### config.mk
export PLATFORM = sky130hd
export DESIGN_NAME = oabc_front
export DESIGN_NICKNAME = d
export VERILOG_FILES = /design/src/rtl/oabc_pkg.sv /design/src/rtl/oabc_front.sv
export SDC_FILE = /design/constraint.sdc
export NUM_CORES = 1
export LEC_CHECK = 0
export BUFFER_PORTS_ARGS = -buffer_cell sky130_fd_sc_hd__buf_2
export CAP_MARGIN = 20
export CORE_MARGIN = 4
export CORE_UTILIZATION = 59
export DETAILED_ROUTE_END_ITERATION = 6
export PLACE_DENSITY = 0.95
export SLEW_MARGIN = 20
export SYNTH_ARGS = -nofsm -noshare
export SYNTH_HDL_FRONTEND = slang
export SYNTH_SLANG_ARGS = --single-unit
export TNS_END_PERCENT = 30
### constraint.sdc
create_clock -name vclk -period 19.08
set_clock_uncertainty 0.2 [all_clocks]
set_input_delay 3.816 -clock vclk [all_inputs]
set_output_delay 3.816 -clock vclk [all_outputs]
set_load 0.05 [all_outputs]
### src/rtl/oabc_pkg.sv
`timescale 1ns / 1ps
package oabc_pkg;
  localparam int FOOTPRINT_SIDE_DEF = 4;
  localparam int WEIGHT_BITS_DEF = 16;
  localparam logic [1:0] ACT_LUMA = 2'd0;
  localparam logic [1:0] ACT_FOOT = 2'd1;
  localparam logic [1:0] ACT_CHROMA = 2'd2;
  localparam logic [1:0] ACT_NONE = 2'd3;
  localparam logic [1:0] CFG_SHIFT = 2'd0;
  localparam logic [1:0] CFG_HORIZ = 2'd1;
  localparam logic [1:0] CFG_VERT = 2'd2;
  localparam logic [1:0] CFG_ROUND = 2'd3;
  localparam logic [63:0] WEIGHT_RESET = 64'd281479271743489;
  localparam int SUMW = 52;
  localparam int WSUMW = 36;

  // Item handed from the front to the back.
  typedef struct packed {
    logic [1:0]  action;
    logic [15:0] d0;
    logic [15:0] d1;
    logic [7:0]  s0;
    logic [7:0]  s1;
    logic [7:0]  alpha;
    logic        covered;
    logic [31:0] coeff;
    logic        last;
  } work_t;

  typedef struct packed {
    logic [1:0]  kind;
    logic [15:0] luma_out;
    logic [15:0] u_out;
    logic [15:0] v_out;
    logic        chroma_written;
  } res_t;
endpackage

### src/rtl/oabc_front.sv
`timescale 1ns / 1ps
module oabc_front #(
  parameter int FOOTPRINT_SIDE = 4,
  parameter int WEIGHT_BITS = 16
) (
  input  logic [1:0]  action,
  input  logic [15:0] dst_luma,
  input  logic [7:0]  src_luma,
  input  logic [7:0]  alpha,
  input  logic [15:0] dst_u,
  input  logic [15:0] dst_v,
  input  logic [7:0]  src_u,
  input  logic [7:0]  src_v,
  input  logic        covered,
  input  logic [1:0]  col_index,
  input  logic [1:0]  row_index,
  input  logic        last,
  input  logic [63:0] horiz_weights,
  input  logic [63:0] vert_weights,
  output oabc_pkg::work_t item
);
  import oabc_pkg::*;
  logic [15:0] hw, vw;
  logic [15:0] wmask;

  assign wmask = 16'((32'd1 << WEIGHT_BITS) - 32'd1);

  // Pick the weights; an index past the footprint weighs zero.
  always_comb begin
    hw = 16'(horiz_weights >> {col_index, 4'd0}) & wmask;
    vw = 16'(vert_weights >> {row_index, 4'd0}) & wmask;
    if (32'(col_index) >= FOOTPRINT_SIDE) hw = '0;
    if (32'(row_index) >= FOOTPRINT_SIDE) vw = '0;
    item.action = action;
    item.d0 = (action == ACT_LUMA) ? dst_luma : dst_u;
    item.d1 = dst_v;
    item.s0 = (action == ACT_LUMA) ? src_luma : src_u;
    item.s1 = src_v;
    item.alpha = alpha;
    item.covered = covered;
    item.coeff = hw * vw;
    item.last = last;
  end
endmodule

==> results of run 1 <==
how the worst max path moves through the flow:
| stage | to | slack (ns) | cells after the start |
|---|---|---|---|
| final | item[31] | 3.84 | 22 |
| after global routing | item[31] | 3.55 | 22 |
| after global placement | item[31] | 3.96 | 22 |
| after floorplan | item[31] | 4.54 | 23 |
| after detailed placement | item[31] | 3.71 | 22 |
| after CTS | item[31] | 3.67 | 22 |
cell usage after synthesis, drive strengths merged, types with 3 or more instances:
master	count	share of area, %
xor2	9	0.79
and2	38	2.4
a21o	13	0.98
a21oi	29	1.5
inv	232	8.8
a31oi	5	0.31
mux2	39	4.4
a21boi	3	0.23
nor2b	19	1.2
fa	194	39
a211oi	3	0.23
ha	104	13
buf	47	3.3
xnor2	18	1.6
a2111oi	3	0.33
clkbuf	36	1.4
o211ai	4	0.30
nand2	156	5.9
o21a	12	0.91
and3	3	0.19
mux2i	15	1.5
nor2	88	3.3
nand2b	8	0.50
o21bai	3	0.23
nand4	4	0.25
nand3	7	0.35
mux4	17	3.9
o21ai	29	1.5
nor3	4	0.20
metal layers:
metal  vias up  track usage [%]  routed length, µm
met5         -                0                 28
met4         4             14.9               1690
met3       154             16.6               5230
met2       687             52.6              15100
met1      4426             43.2              11400
li1       3874                -                  -
layout make-up:
class | instances | share of cell area, %
diodes | 1 | 0.0228
inverters | 232 | 7.93
multi-input cells | 843 | 78.5
well taps | 220 | 2.51
repair buffers | 242 | 11.1
kinds of logic (layout without fill, tap and decap cells):
| logic type | Yosys count | in the layout | synth area share (%) |
|---|---|---|---|
| compound gates | 114 | 114 | 7.54 |
| simple gates | 333 | 333 | 14.7 |
| fa+ha+maj | 298 | 298 | 52.1 |
| buf+inv | 315 | 474 | 13.4 |
| mux | 71 | 71 | 9.78 |
| xor+xnor | 27 | 27 | 2.38 |
| other cells | 0 | 1 | 0 |
critical path, cell delays in order:
cell      delay [ns]
buf_2           0.56
mux2_2          0.43
o21ai_1         0.73
nor2_1          0.13
fa_1            0.53
inv_1           0.05
fa_1            0.47
fa_1            0.51
fa_1            0.55
inv_1           0.05
fa_1            0.47
inv_1           0.05
fa_1            0.48
inv_1           0.04
ha_1            0.40
nand3_1         0.16
a311oi_2        0.46
o41ai_2         0.20
o311ai_1        0.47
o211ai_1        0.18
xnor2_1         0.18
buf_2           0.29
stage by stage:
step                utilization [%]  std cells  worst slack (ns)  hold WS, ns  instance area [µm²]
floorplan                         -       1158              4.54         7.60                 9940
global placement               66.4       1537              3.96         7.43                11000
detailed placement             66.4       1537              3.71         7.43                11000
CTS                            66.4       1537              3.67         7.43                11000
global route                   66.5       1538              3.55         7.43                11000
finish                         66.5       1538              3.84         7.43                11000
==> run_results.csv, run 1 <==
group,metric,value,unit
outcome,run_status,"finished, final reports clean",
layout,n_clock_buffer,0,
global_route,grt_antenna_before_repair,3,
layout,ff_latch_area,0,µm²
sta,setup_tns,0,ns
global_route,grt_use_total,35.0,%
critical_path,worstPathMaxFanout,24,
layout,fin_nets,1833,
placement,hpwl,28.7,mm
layout,synthToLayoutAreaGrowth,10.5,%
floorplanning,start_util,60.2,%
floorplanning,core,16500,µm²
critical_path,arrival,11.23,ns
floorplanning,row_count,47,
worst_hold_path,hp-class,"input pin to output port",
critical_path,start_kind,"input pin",
critical_path,worstSetupPathType,"input pin to output port",
clock_network,cts_hold_buf,0,
sta,worstMarginPinSlew,0.948,ns
sta,relSlewSlack,36.1,%
clock_network,cts-resized-gates,0,
detailed_routing,drc_errors,0,
critical_path,end_kind,"output port",
clock_network,post_cts.repair.setup_buffers,0,
global_route,grt_pass1_vias,9583,
yosys,yosysSeqAreaShare,0,%
detailed_routing,drt_iter0_markers,1001,
worst_hold_path,hold-path-endpoint,"item[34]",
floorplanning,die-area,19000,µm²
critical_path,crit_path_start,"col_index[0]",
detailed_routing,drt_wl_total,33.5,mm
layout,layout_commonest_cell,"buf_2",
run,maxCapViolCount,0,
sta,setup_viol,0,
detailed_routing,first_pass_iters,5,
sta,rsz0062_at_grt,"no",
critical_path,required,15.06,ns
worst_hold_path,holdCritStartpoint,"alpha[0]",
layout,multi_input_area,8620,µm²
floorplanning,dieHeight,138,µm
sta,slew_viol_final,0,
floorplanning,ios,308,
yosys,synth.distinct_cells,47,
sta,fmax,65.6,MHz
detailed_routing,wire_per_inst,21.8,µm
yosys,syn-num-nets,1672,
global_route,grt_overflow,0,
global_route,grt_pass1_wl,50.3,mm
detailed_routing,antenna_left,0,
yosys,syn_avg_cell_area,8.59,µm²
detailed_routing,vias_per_cell,5.95,
sta,fin_crit_sh,79.9,%
placement,portBuffers,240,
layout,drive_gt1_share,23.4,%
layout,nFillCells,1293,
layout,design.seq.count,0,
sta,min_period,15.24,ns
yosys,ys.warnings.count,0,
sta,hold_viol_final,0,
floorplanning,dieWidth,138,µm
yosys,syn-cell-area,9940,µm²
detailed_routing,route.vias.total,9145,
worst_hold_path,hold_path_depth,0,
placement,place.gp.congestion,1.00,
global_route,grt_max_degree,32,
yosys,synthCells,1158,
layout,layout_common_cells,"240 x buf_2, 232 x inv_1, 194 x fa_1",
Power of run 1 is left out: the tool's default activity adds up to more than one toggle a clock period on the data nets, which glitch-free logic cannot reach.
==> inputs of run 2 (changes only) <==
--- a/config.mk
+++ b/config.mk
@@ -5,12 +5,13 @@
 export SDC_FILE = /design/constraint.sdc
 export NUM_CORES = 1
 export LEC_CHECK = 0
+export ABC_AREA = 1
 export BUFFER_PORTS_ARGS = -buffer_cell sky130_fd_sc_hd__buf_2
 export CAP_MARGIN = 20
 export CORE_MARGIN = 4
-export CORE_UTILIZATION = 59
+export CORE_UTILIZATION = 56
 export DETAILED_ROUTE_END_ITERATION = 6
-export PLACE_DENSITY = 0.95
+export PLACE_DENSITY = 0.93
 export SLEW_MARGIN = 20
 export SYNTH_ARGS = -nofsm -noshare
 export SYNTH_HDL_FRONTEND = slang
==> constraint.sdc (replaced) <==
create_clock -name vclk -period 14.25
set_clock_uncertainty 0.2 [all_clocks]
set_input_delay 2.85 -clock vclk [all_inputs]
set_output_delay 2.85 -clock vclk [all_outputs]
set_load 0.05 [all_outputs]
==> run_results.csv, run 2 <==
group,metric,value,unit
sta,min_period,12.83,ns
yosys,synth_commonest_cells,"429 x nand2_1, 321 x inv_1, 194 x fa_1, 158 x nor2_1, 104 x ha_1",
yosys,syn_avg_cell_area,7.38,µm²
yosys,synth_top_area_share,35.6,%
yosys,ys_top_cells_by_area,"fa_1 36%, nand2_1 15%, ha_1 12%",
layout,layout_commonest_cell,"nand2_1",
sta,setup_viol,0,
layout,n_clock_buffer,0,
layout,nFillCells,1702,
floorplanning,ios,308,
detailed_routing,vias_per_cell,5.28,
yosys,yosys.cell_count.top_type,"nand2_1",
placement,dp_slack,1.46,ns
critical_path,required,11.20,ns
sta,fin_crit_sh,90.1,%
floorplanning,die-area,21800,µm²
critical_path,worstPathMaxFanout,32,
critical_path,start_kind,"input pin",
sta,setup_tns,0,ns
layout,fin_nets,2164,
detailed_routing,drt_iter0_markers,668,
floorplanning,dieWidth,148,µm
floorplanning,dieHeight,148,µm
detailed_routing,drc_errors,0,
global_route,grt_max_degree,34,
yosys,yosysSeqAreaShare,0,%
layout,drive_gt1_share,19.9,%
detailed_routing,first_pass_iters,7,
sta,hold_viol_final,0,
detailed_routing,route.vias.total,10100,
yosys,syn-cell-area,10900,µm²
outcome,run_status,"finished, final reports clean",
layout,multi_input_area,9010,µm²
critical_path,end_kind,"output port",
layout,design.seq.count,0,
clock_network,cts_hold_buf,0,
floorplanning,start_util,57.5,%
global_route,grt_overflow,0,
critical_path,worstSetupPathType,"input pin to output port",
detailed_routing,antenna_left,0,
yosys,synth_top_area_cell,"fa_1",
global_route,grt_pass1_vias,10700,
placement,place.gp.congestion,1.02,
detailed_routing,wire_per_inst,16.8,µm
yosys,synthCells,1478,
yosys,ys.warnings.count,0,
global_route,grt_antenna_before_repair,0,
placement,hpwl,28.1,mm
clock_network,cts-resized-gates,0,
yosys,synth.distinct_cells,26,
layout,ff_latch_area,0,µm²
global_route,grt_use_total,29.6,%
clock_network,post_cts.repair.setup_buffers,0,
worst_hold_path,hp-class,"input pin to output port",
sta,slew_viol_final,0,
sta,rsz0062_at_grt,"no",
detailed_routing,drt_wl_total,32.0,mm
global_route,grt_pass1_wl,52.3,mm
layout,synthToLayoutAreaGrowth,8.96,%
placement,portBuffers,240,
critical_path,arrival,9.78,ns
layout,diodes,0,
yosys,syn-num-nets,1992,
sta,worstMarginPinSlew,1.15,ns
sta,fmax,77.9,MHz
floorplanning,row_count,50,
floorplanning,core,19000,µm²
sta,fin_ws,1.42,ns
sta,relSlewSlack,23.4,%
run,maxCapViolCount,0,
layout,layout_common_cells,"429 x nand2_1, 321 x inv_1, 240 x buf_2",
run 2: cell count changes in the layout (fill, tap and decap cells not counted), sizes merged, moves of 15 or more:
cell | before | now
nor2 | 88 | 163
nor2b | 19 | 0
mux4 | 17 | 0
nand2 | 156 | 431
mux2i | 15 | 0
a32oi | 0 | 32
inv | 232 | 344
o21ai | 29 | 0
mux2 | 39 | 24
and2 | 38 | 1
xnor2 | 18 | 3
nand3 | 7 | 32
a21oi | 29 | 49
run 2: per-layer routing:
metal | part of all wire [%] | track usage (%) | vias to the layer above
met5 | 0 | 0 | -
met4 | 4.2 | 10.6 | 0
met3 | 11 | 8.06 | 105
met2 | 47 | 50.7 | 602
met1 | 37 | 35.9 | 4683
li1 | - | - | 4692
run 2: area by class of cell:
class              instances  area share [%]
multi-input cells       1057            75.8
repair buffers           245            10.4
inverters                346            11.0
well taps                260            2.74
run 2: worst max-delay path: stages:
cell and delay [ns]:
buf_2 0.10, inv_2 0.55, a21oi_1 0.10, a32oi_2 0.85
nand2_1 0.17, fa_1 0.54, inv_1 0.05, fa_1 0.49
inv_1 0.06, fa_1 0.54, inv_1 0.05, fa_1 0.52
fa_1 0.52, inv_1 0.06, fa_1 0.48, inv_1 0.04
ha_1 0.34, nand2_1 0.11, nor2_1 0.29, nand3_1 0.12
nand3_1 0.23, xor2_1 0.35, buf_2 0.34
run 2: stage by stage:
step	area, µm²	std cells	hold WS (ns)	utilization (%)
floorplan	10900	1478	5.67	-
global placement	11900	1907	5.50	62.7
detailed placement	11900	1907	5.50	62.7
CTS	11900	1907	5.50	62.7
global route	11900	1908	5.50	62.7
finish	11900	1908	5.50	62.7
run 2: cells by family after synthesis:
group           count (synthesis)  synth area share [%]
buf+inv                       421                  17.4
fa+ha+maj                     298                  47.5
mux                            24                  2.48
xor+xnor                       18                  1.45
compound gates                 83                  8.60
simple gates                  634                  22.5
run 2: path summary, 6_finish.rpt:
kind,start,to,slack (ns),cells past startpoint
min,dst_v[0],item[58],5.50,0
max,row_index[1],item[16],1.42,23
Power of run 2 is left out for the same reason.
